### config.mk
export PLATFORM = sky130hd
export DESIGN_NAME = laser_sweep_sync_pulse_decoder
export DESIGN_NICKNAME = d
export VERILOG_FILES = /design/src/design/lssd_pkg.sv /design/src/design/lssd_sync_match.sv /design/src/design/lssd_core.sv /design/src/design/laser_sweep_sync_pulse_decoder.sv
export SDC_FILE = /design/constraint.sdc
export NUM_CORES = 1
export LEC_CHECK = 0
export BUFFER_PORTS_ARGS = -buffer_cell sky130_fd_sc_hd__buf_2
export CORE_MARGIN = 2
export CORE_UTILIZATION = 50
export DETAILED_ROUTE_END_ITERATION = 10
export GPL_TIMING_DRIVEN = 0
export MAX_ROUTING_LAYER = met4
export PLACE_DENSITY = 0.7
export SLEW_MARGIN = 5
export SYNTH_ARGS = -nofsm -noshare
export SYNTH_HDL_FRONTEND = slang
export SYNTH_SLANG_ARGS = --single-unit
### constraint.sdc
create_clock -name i_clk -period 6.1 [get_ports i_clk]
set_clock_uncertainty 0.05 [all_clocks]
set_input_delay 0.915 -clock i_clk [delete_from_list [all_inputs] [get_ports i_clk]]
set_output_delay 0.915 -clock i_clk [all_outputs]
set_load 0.02 [all_outputs]
### src/design/lssd_pkg.sv
// shared types, timing constants and sync width table for the sweep/sync decoder
// no dependencies
package lssd_pkg;

    localparam int unsigned CLOCKS_PER_US = 48;

    localparam int unsigned SWEEP_MAX_CLK  = 15 * CLOCKS_PER_US;
    localparam int unsigned COUNT_MAX_CLK  = 8000 * CLOCKS_PER_US;
    localparam int unsigned PERIOD_MAX_CLK = 800 * CLOCKS_PER_US;
    localparam int unsigned SYNC_WIN_CLK   = 4 * CLOCKS_PER_US;

    localparam int unsigned SYNC_COUNT = 8;
    localparam int unsigned COUNT_W    = 19;

    // sync pulse centers in whole clocks, floored from tenths of a microsecond
    localparam int unsigned SYNC_MID [SYNC_COUNT] = '{
        (625 * CLOCKS_PER_US) / 10,
        (833 * CLOCKS_PER_US) / 10,
        (729 * CLOCKS_PER_US) / 10,
        (938 * CLOCKS_PER_US) / 10,
        (1040 * CLOCKS_PER_US) / 10,
        (1250 * CLOCKS_PER_US) / 10,
        (1150 * CLOCKS_PER_US) / 10,
        (1350 * CLOCKS_PER_US) / 10
    };

    typedef enum logic [1:0] {
        KIND_SWEEP_OK  = 2'd0,
        KIND_SWEEP_BAD = 2'd1,
        KIND_SYNC      = 2'd2,
        KIND_WIDE      = 2'd3
    } t_kind;

    localparam logic [1:0] STATION_0    = 2'd0;
    localparam logic [1:0] STATION_1    = 2'd1;
    localparam logic [1:0] STATION_NONE = 2'd2;

    typedef struct packed {
        logic        edge_rising;
        logic [31:0] edge_time;
    } t_in;

    typedef struct packed {
        t_kind              kind;
        logic [1:0]         sweep_slot;
        logic [COUNT_W-1:0] sweep_count;
        logic [2:0]         sync_code;
        logic [1:0]         station_now;
        logic               ootx_valid;
        logic               ootx_bit;
    } t_out;

    typedef struct packed {
        logic       hit;
        logic [2:0] code;
    } t_match;

endpackage

### src/design/lssd_sync_match.sv
// sync width matcher: first of the eight windows that holds the pulse width
// depends on lssd_pkg
module lssd_sync_match (
    input  logic [31:0]     i_width,
    output lssd_pkg::t_match o_match
);

    logic [lssd_pkg::SYNC_COUNT-1:0] w_in_win;

    always_comb begin
        for (int i = 0; i < lssd_pkg::SYNC_COUNT; i++) begin
            w_in_win[i] =
                (i_width >= 32'(lssd_pkg::SYNC_MID[i] - lssd_pkg::SYNC_WIN_CLK)) &&
                (i_width <= 32'(lssd_pkg::SYNC_MID[i] + lssd_pkg::SYNC_WIN_CLK));
        end
    end

    // priority: lowest index wins
    always_comb begin
        o_match = '0;
        for (int i = lssd_pkg::SYNC_COUNT - 1; i >= 0; i--) begin
            if (w_in_win[i]) begin
                o_match.hit  = 1'b1;
                o_match.code = 3'(i);
            end
        end
    end

endmodule

### src/design/lssd_core.sv
// decoder state and per-edge result logic, one edge per enabled cycle
// depends on lssd_pkg and lssd_sync_match
module lssd_core (
    input  logic           i_clk,
    input  logic           i_rst_n,
    input  logic           i_fire,
    input  lssd_pkg::t_in  i_item,
    output logic           o_has_result,
    output lssd_pkg::t_out o_result
);

    logic [31:0] r_fall, n_fall;
    logic [31:0] r_rise, n_rise;
    logic [31:0] r_zero, n_zero;
    logic        r_axis, n_axis;
    logic [1:0]  r_station, n_station;
    logic        r_sweep_seen, n_sweep_seen;
    logic        r_skip_seen, n_skip_seen;
    logic        r_noskip_seen, n_noskip_seen;

    logic [31:0] w_width;
    logic [31:0] w_period;
    logic [31:0] w_mid;
    logic [31:0] w_delta;
    logic        w_sweep_ok;
    lssd_pkg::t_match w_match;

    assign w_width  = i_item.edge_time - r_fall;
    assign w_period = i_item.edge_time - r_rise;
    assign w_mid    = i_item.edge_time - {1'b0, w_width[31:1]};
    assign w_delta  = w_mid - r_zero;
    assign w_sweep_ok = !r_sweep_seen && (r_station != lssd_pkg::STATION_NONE) &&
                        (w_delta < 32'(lssd_pkg::COUNT_MAX_CLK));

    lssd_sync_match u_match (
        .i_width (w_width),
        .o_match (w_match)
    );

    always_comb begin
        n_fall        = r_fall;
        n_rise        = r_rise;
        n_zero        = r_zero;
        n_axis        = r_axis;
        n_station     = r_station;
        n_sweep_seen  = r_sweep_seen;
        n_skip_seen   = r_skip_seen;
        n_noskip_seen = r_noskip_seen;
        o_has_result  = 1'b0;
        o_result      = '0;

        if (!i_item.edge_rising) begin
            n_fall = i_item.edge_time;
        end else begin
            n_rise       = i_item.edge_time;
            o_has_result = 1'b1;
            if (w_width < 32'(lssd_pkg::SWEEP_MAX_CLK)) begin
                // laser sweep
                n_sweep_seen  = 1'b1;
                n_skip_seen   = 1'b0;
                n_noskip_seen = 1'b0;
                n_station     = lssd_pkg::STATION_NONE;
                if (w_sweep_ok) begin
                    o_result.kind        = lssd_pkg::KIND_SWEEP_OK;
                    o_result.sweep_slot  = {r_station[0], r_axis};
                    o_result.sweep_count = w_delta[lssd_pkg::COUNT_W-1:0];
                end else begin
                    o_result.kind = lssd_pkg::KIND_SWEEP_BAD;
                end
            end else begin
                // wide pulse: restart sync tracking after a sweep or a long gap
                if (r_sweep_seen || (w_period > 32'(lssd_pkg::PERIOD_MAX_CLK))) begin
                    n_station     = lssd_pkg::STATION_NONE;
                    n_sweep_seen  = 1'b0;
                    n_skip_seen   = 1'b0;
                    n_noskip_seen = 1'b0;
                end
                if (!w_match.hit) begin
                    o_result.kind = lssd_pkg::KIND_WIDE;
                end else begin
                    o_result.kind      = lssd_pkg::KIND_SYNC;
                    o_result.sync_code = w_match.code;
                    if (!w_match.code[2]) begin
                        n_zero        = r_fall;
                        n_axis        = w_match.code[1];
                        if (n_skip_seen) begin
                            n_station           = lssd_pkg::STATION_0;
                            o_result.ootx_valid = 1'b1;
                            o_result.ootx_bit   = w_match.code[0];
                        end
                        n_noskip_seen = 1'b1;
                    end else begin
                        n_skip_seen = 1'b1;
                        if (n_noskip_seen) begin
                            n_station = lssd_pkg::STATION_1;
                        end
                    end
                end
            end
            o_result.station_now = n_station;
        end
    end

    always_ff @(posedge i_clk) begin
        if (!i_rst_n) begin
            r_fall        <= '0;
            r_rise        <= '0;
            r_zero        <= '0;
            r_axis        <= 1'b0;
            r_station     <= lssd_pkg::STATION_NONE;
            r_sweep_seen  <= 1'b0;
            r_skip_seen   <= 1'b0;
            r_noskip_seen <= 1'b0;
        end else if (i_fire) begin
            r_fall        <= n_fall;
            r_rise        <= n_rise;
            r_zero        <= n_zero;
            r_axis        <= n_axis;
            r_station     <= n_station;
            r_sweep_seen  <= n_sweep_seen;
            r_skip_seen   <= n_skip_seen;
            r_noskip_seen <= n_noskip_seen;
        end
    end

endmodule

### src/design/laser_sweep_sync_pulse_decoder.sv
// top level of the sweep/sync pulse decoder: input register, core, result register
// depends on lssd_pkg and lssd_core
//
//  channel | direction | payload          | handshake
//  --------+-----------+------------------+----------------------------
//  in      | input     | lssd_pkg::t_in   | i_in_valid / o_in_stall
//  out     | output    | lssd_pkg::t_out  | o_out_valid / i_out_stall
//
// one edge transaction is taken every clock while the output drains
// a rising edge gives its result from the result register: the input register
// feeds the core's subtracts and window compares straight into the result register
// a falling edge gives no result and only updates the stored fall time
// reset is synchronous, active low, and puts the station back to unknown
// while the result register is held, one more transaction waits in the input register
module laser_sweep_sync_pulse_decoder (
    input  logic           i_clk,
    input  logic           i_rst_n,
    input  logic           i_in_valid,
    input  lssd_pkg::t_in  i_in_data,
    output logic           o_in_stall,
    output logic           o_out_valid,
    output lssd_pkg::t_out o_out_data,
    input  logic           i_out_stall
);

    logic           r_in_valid;
    lssd_pkg::t_in  r_in;
    logic           r_out_valid;
    lssd_pkg::t_out r_out;

    logic           w_advance;
    logic           w_fire;
    logic           w_has_result;
    lssd_pkg::t_out w_result;

    // the result register can take a new value unless it holds one being stalled
    assign w_advance  = !(r_out_valid && i_out_stall);
    // the held transaction is processed when it can move on
    assign w_fire     = r_in_valid && w_advance;
    // input register stays full only while its transaction cannot move on
    assign o_in_stall = r_in_valid && !w_advance;

    lssd_core u_core (
        .i_clk        (i_clk),
        .i_rst_n      (i_rst_n),
        .i_fire       (w_fire),
        .i_item       (r_in),
        .o_has_result (w_has_result),
        .o_result     (w_result)
    );

    // input register
    always_ff @(posedge i_clk) begin
        if (!i_rst_n) begin
            r_in_valid <= 1'b0;
        end else if (!o_in_stall) begin
            r_in_valid <= i_in_valid;
        end
    end

    always_ff @(posedge i_clk) begin
        if (!o_in_stall) begin
            r_in <= i_in_data;
        end
    end

    // result register
    always_ff @(posedge i_clk) begin
        if (!i_rst_n) begin
            r_out_valid <= 1'b0;
        end else if (w_advance) begin
            r_out_valid <= w_fire && w_has_result;
        end
    end

    always_ff @(posedge i_clk) begin
        if (w_advance) begin
            r_out <= w_result;
        end
    end

    assign o_out_valid = r_out_valid;
    assign o_out_data  = r_out;

endmodule
==> flow_summary.json <==
{
  "clock.fmax_ghz": 0.167,
  "drv_cap": 0,
  "slew-limit-headroom": 0.464,
  "tightestPinTransition_ns": 0.783,
  "final_nets": 2046,
  "status": "completed",
  "clkTransAtPathRegs_ns": 0.07,
  "max-vdd-ir-drop_v": 0.000150,
  "fp-row-count": 61,
  "dp_slack_ns": -1.40,
  "synthCells": 1757,
  "required_ns": 6.32,
  "hold_class": "reg -> reg",
  "r2r-end": "o_out_data[27]$_SDFFCE_PN0N_",
  "worstRegToRegCells": 21,
  "finalMaxSlewViolations": 0,
  "layout.cells.most_common_list": "nand2_1 (236), inv_1 (165), dfxtp_1 (104)",
  "core-area_mm2": 0.0279,
  "vias": 13500,
  "switching_share": 0.407,
  "grt_usage": 0.286,
  "pwr-share-comb": 0.436,
  "clk_latency_ns": 0.45,
  "power_density_mw_per_mm2": 250,
  "n_antenna_cell": 0,
  "firstDrtPassIters": 5,
  "num-fill-cells": 2568,
  "cp.arrival_ns": 6.20,
  "routedWlPerCell_um": 18.8,
  "grt_max_degree": 36,
  "ctsHoldBuffers": 0,
  "ys.flop_type": "dfxtp_1",
  "whs_endpoint": "u_core.r_fall[29]$_SDFFE_PN0P_",
  "start_kind": "flip-flop",
  "synth_seq_cells": 167,
  "antenna_left": 0,
  "setup-tns-final_ns": 0,
  "hpwl_mm": 33.5,
  "min-delay-start": "u_core.r_fall[29]$_SDFFE_PN0P_",
  "rrSetupSlack_ns": 0.12,
  "avgSynthCellArea_um2": 8.11,
  "dieArea_mm2": 0.0299,
  "leakagePower_nw": 6.70,
  "io_pins": 69,
  "die_w_um": 173,
  "p_int_mw": 2.44,
  "fin_util": 0.589,
  "die_h_um": 173,
  "cts_tree": "built",
  "grt_pass1_vias": 12600,
  "overflow": 0,
  "placement.io_buffers": 67,
  "sequentialPowerShare": 0.297,
  "end_kind": "flip-flop",
  "drcViolationCount": 0,
  "power.switching_mw": 1.68,
  "area_growth_pct": 15.5,
  "drtIter0Drc": 1137,
  "routed_wl_mm": 42.7,
  "stdcell_count": 2272,
  "dpl.cell_count": 2203,
  "drive_gt1_frac": 0.147,
  "synth.cell_area_mm2": 0.0143,
  "clockPowerShare": 0.267,
  "crit_fanout": 9,
  "routed_via_density": 5.93,
  "grt_pass1_wl_mm": 66.3,
  "root_buffer": "clkbuf_16",
  "initial_utilization": 0.510,
  "cts_sinks": 167,
  "period_needed_ns": 5.98,
  "hold_viol_final": 0,
  "min_path_cells": 2,
  "synth_edf_count": 63,
  "cts_buffers": 17,
  "yosysSeqAreaShare": 0.279,
  "synthDistinctLibCells": 91,
  "async_reset_ff_frac": 0,
  "critPathKind": "reg -> reg",
  "yosysWarnings": 0,
  "gp_congestion": 0.990,
  "syn_nets": 1922,
  "cts_max_path_buffers": 2,
  "r2r_start": "r_in[5]$_DFFE_PN_",
  "post-route-period-util": 0.980,
  "final.setup.worst_slack_ns": 0.123,
  "mostFrequentLayoutCell": "nand2_1",
  "ctsHtreeMaxLevel": 4,
  "report.final.setup_viol": 0,
  "antenna_found_initial": 0,
  "whs_ns": 0.414
}
## synth_stat cells, drive strengths merged, types with 8 or more instances
master   instances  area share
nand2          240       0.063
inv            167       0.044
a21oi          108       0.038
dfxtp          104        0.15
ha              96       0.084
nor2            88       0.023
a21boi          73       0.038
o21ai           73       0.026
clkbuf          72       0.019
edfxtp          63        0.13
a21o            44       0.023
nand4           40       0.018
mux2i           39       0.027
nor3            36       0.013
fa              32       0.045
nand3           29       0.010
nor2b           28       0.012
xor2            28       0.017
o21a            27       0.014
xnor2           27       0.017
and2            26       0.012
nor4            25       0.011
o211ai          24       0.013
and3            23       0.010
a211oi          22       0.012
nand2b          17      0.0075
or3             15      0.0066
buf             14      0.0097
and4            13      0.0081
o2111ai         12      0.0074
o21bai          12      0.0063
a221oi           8      0.0049
a31oi            8      0.0035
## kinds of logic after synthesis
logic type	synth area share
multiplexers	0.0298
AO/OA/AOI/OAI	0.241
XOR/XNOR	0.0338
buffers and inverters	0.0729
flip-flops	0.279
adder cells (fa/ha/maj)	0.129
AND/OR/NAND/NOR	0.214
## per-layer routing
metal	wire length, µm	vias to the layer above	part of all wire	GRT usage
li1	-	6547	-	-
met1	19600	6367	0.46	0.376
met2	19700	471	0.46	0.463
met3	2260	80	0.053	0.0345
met4	1070	0	0.025	0.0890
met5	0	-	0	-
## sequential cells by signal (all words and copies together), names as in the netlist
register              cells
r_in                     33
u_core.r_fall            32
u_core.r_rise            32
u_core.r_zero            32
o_out_data               30
u_core.r_station          2
o_out_valid               1
r_in_valid                1
u_core.r_axis             1
u_core.r_noskip_seen      1
u_core.r_skip_seen        1
u_core.r_sweep_seen       1
## final cells by class
type	count	area (µm²)	area share
inverter	168	632	0.0384
buffer	76	398	0.0242
tap	378	473	0.0287
clock buffer	17	425	0.0258
multi-input combinational	1336	9700	0.589
clock inverter	15	154	0.00935
timing repair buffer	115	712	0.0432
sequential	167	3970	0.241
## worst max-delay path by stage
stage	slack, ns	cells past startpoint	from	to
2_1_floorplan	0.23	21	r_in[1]$_DFFE_PN_	o_out_data[11]$_SDFFCE_PN0N_
5_1_grt	-0.04	21	r_in[5]$_DFFE_PN_	o_out_data[13]$_SDFFCE_PN0N_
3_5_place_dp	-1.40	21	r_in[1]$_DFFE_PN_	o_out_data[9]$_SDFFCE_PN0N_
3_3_place_gp	-1.32	22	r_in[1]$_DFFE_PN_	o_out_data[11]$_SDFFCE_PN0N_
6_report	0.12	21	r_in[5]$_DFFE_PN_	o_out_data[27]$_SDFFCE_PN0N_
4_1_cts	0.002	23	r_in[8]$_DFFE_PN_	o_out_data[14]$_SDFFCE_PN0N_
## repair_timing
item / 4_1_cts / 5_1_grt
buffers inserted: 15 / 31
gates resized for setup: 43 / 88
endpoints found under the hold margin: 0 / 0
pin swaps: 11 / 12
cloned: 1 / 0
endpoints found under the setup margin: 22 / 22
## worst max-delay path: stages, from the launching register on
cell	delay [ns]
edfxtp_1	0.52
ha_1	0.42
a21o_1	0.27
nand2b_1	0.20
o21ai_4	0.34
o21ai_2	0.13
xor2_2	0.20
inv_1	0.19
fa_1	0.45
ha_1	0.30
clkbuf_1	0.20
a21o_1	0.22
a211o_1	0.32
a21oi_2	0.18
a21oi_1	0.09
o21a_1	0.23
or4b_2	0.65
nand3_2	0.12
nand4_1	0.10
buf_4	0.19
clkbuf_4	0.18
nor4_2	0.23
## power groups by stage
stage          logic (mW)  registers [mW]  clock network, mW
6_report             1.80            1.22               1.10
5_1_grt              1.96            1.23               1.15
4_1_cts              1.63            1.22               1.11
3_5_place_dp         1.56            1.25                  0
3_3_place_gp         1.55            1.25                  0
2_1_floorplan        1.19            1.24                  0
## per-stage QoR
| step | cell area, µm² | power, mW |
|---|---|---|
| 4_1_cts | 15900 | 3.96 |
| 5_1_grt | 16500 | 4.33 |
| 6_report | 16500 | 4.12 |
| 3_5_place_dp | 15100 | 2.82 |
| 3_3_place_gp | 15100 | 2.80 |
| 2_1_floorplan | 14300 | 2.43 |
Note: power is estimated with default switching activity, not from simulation.
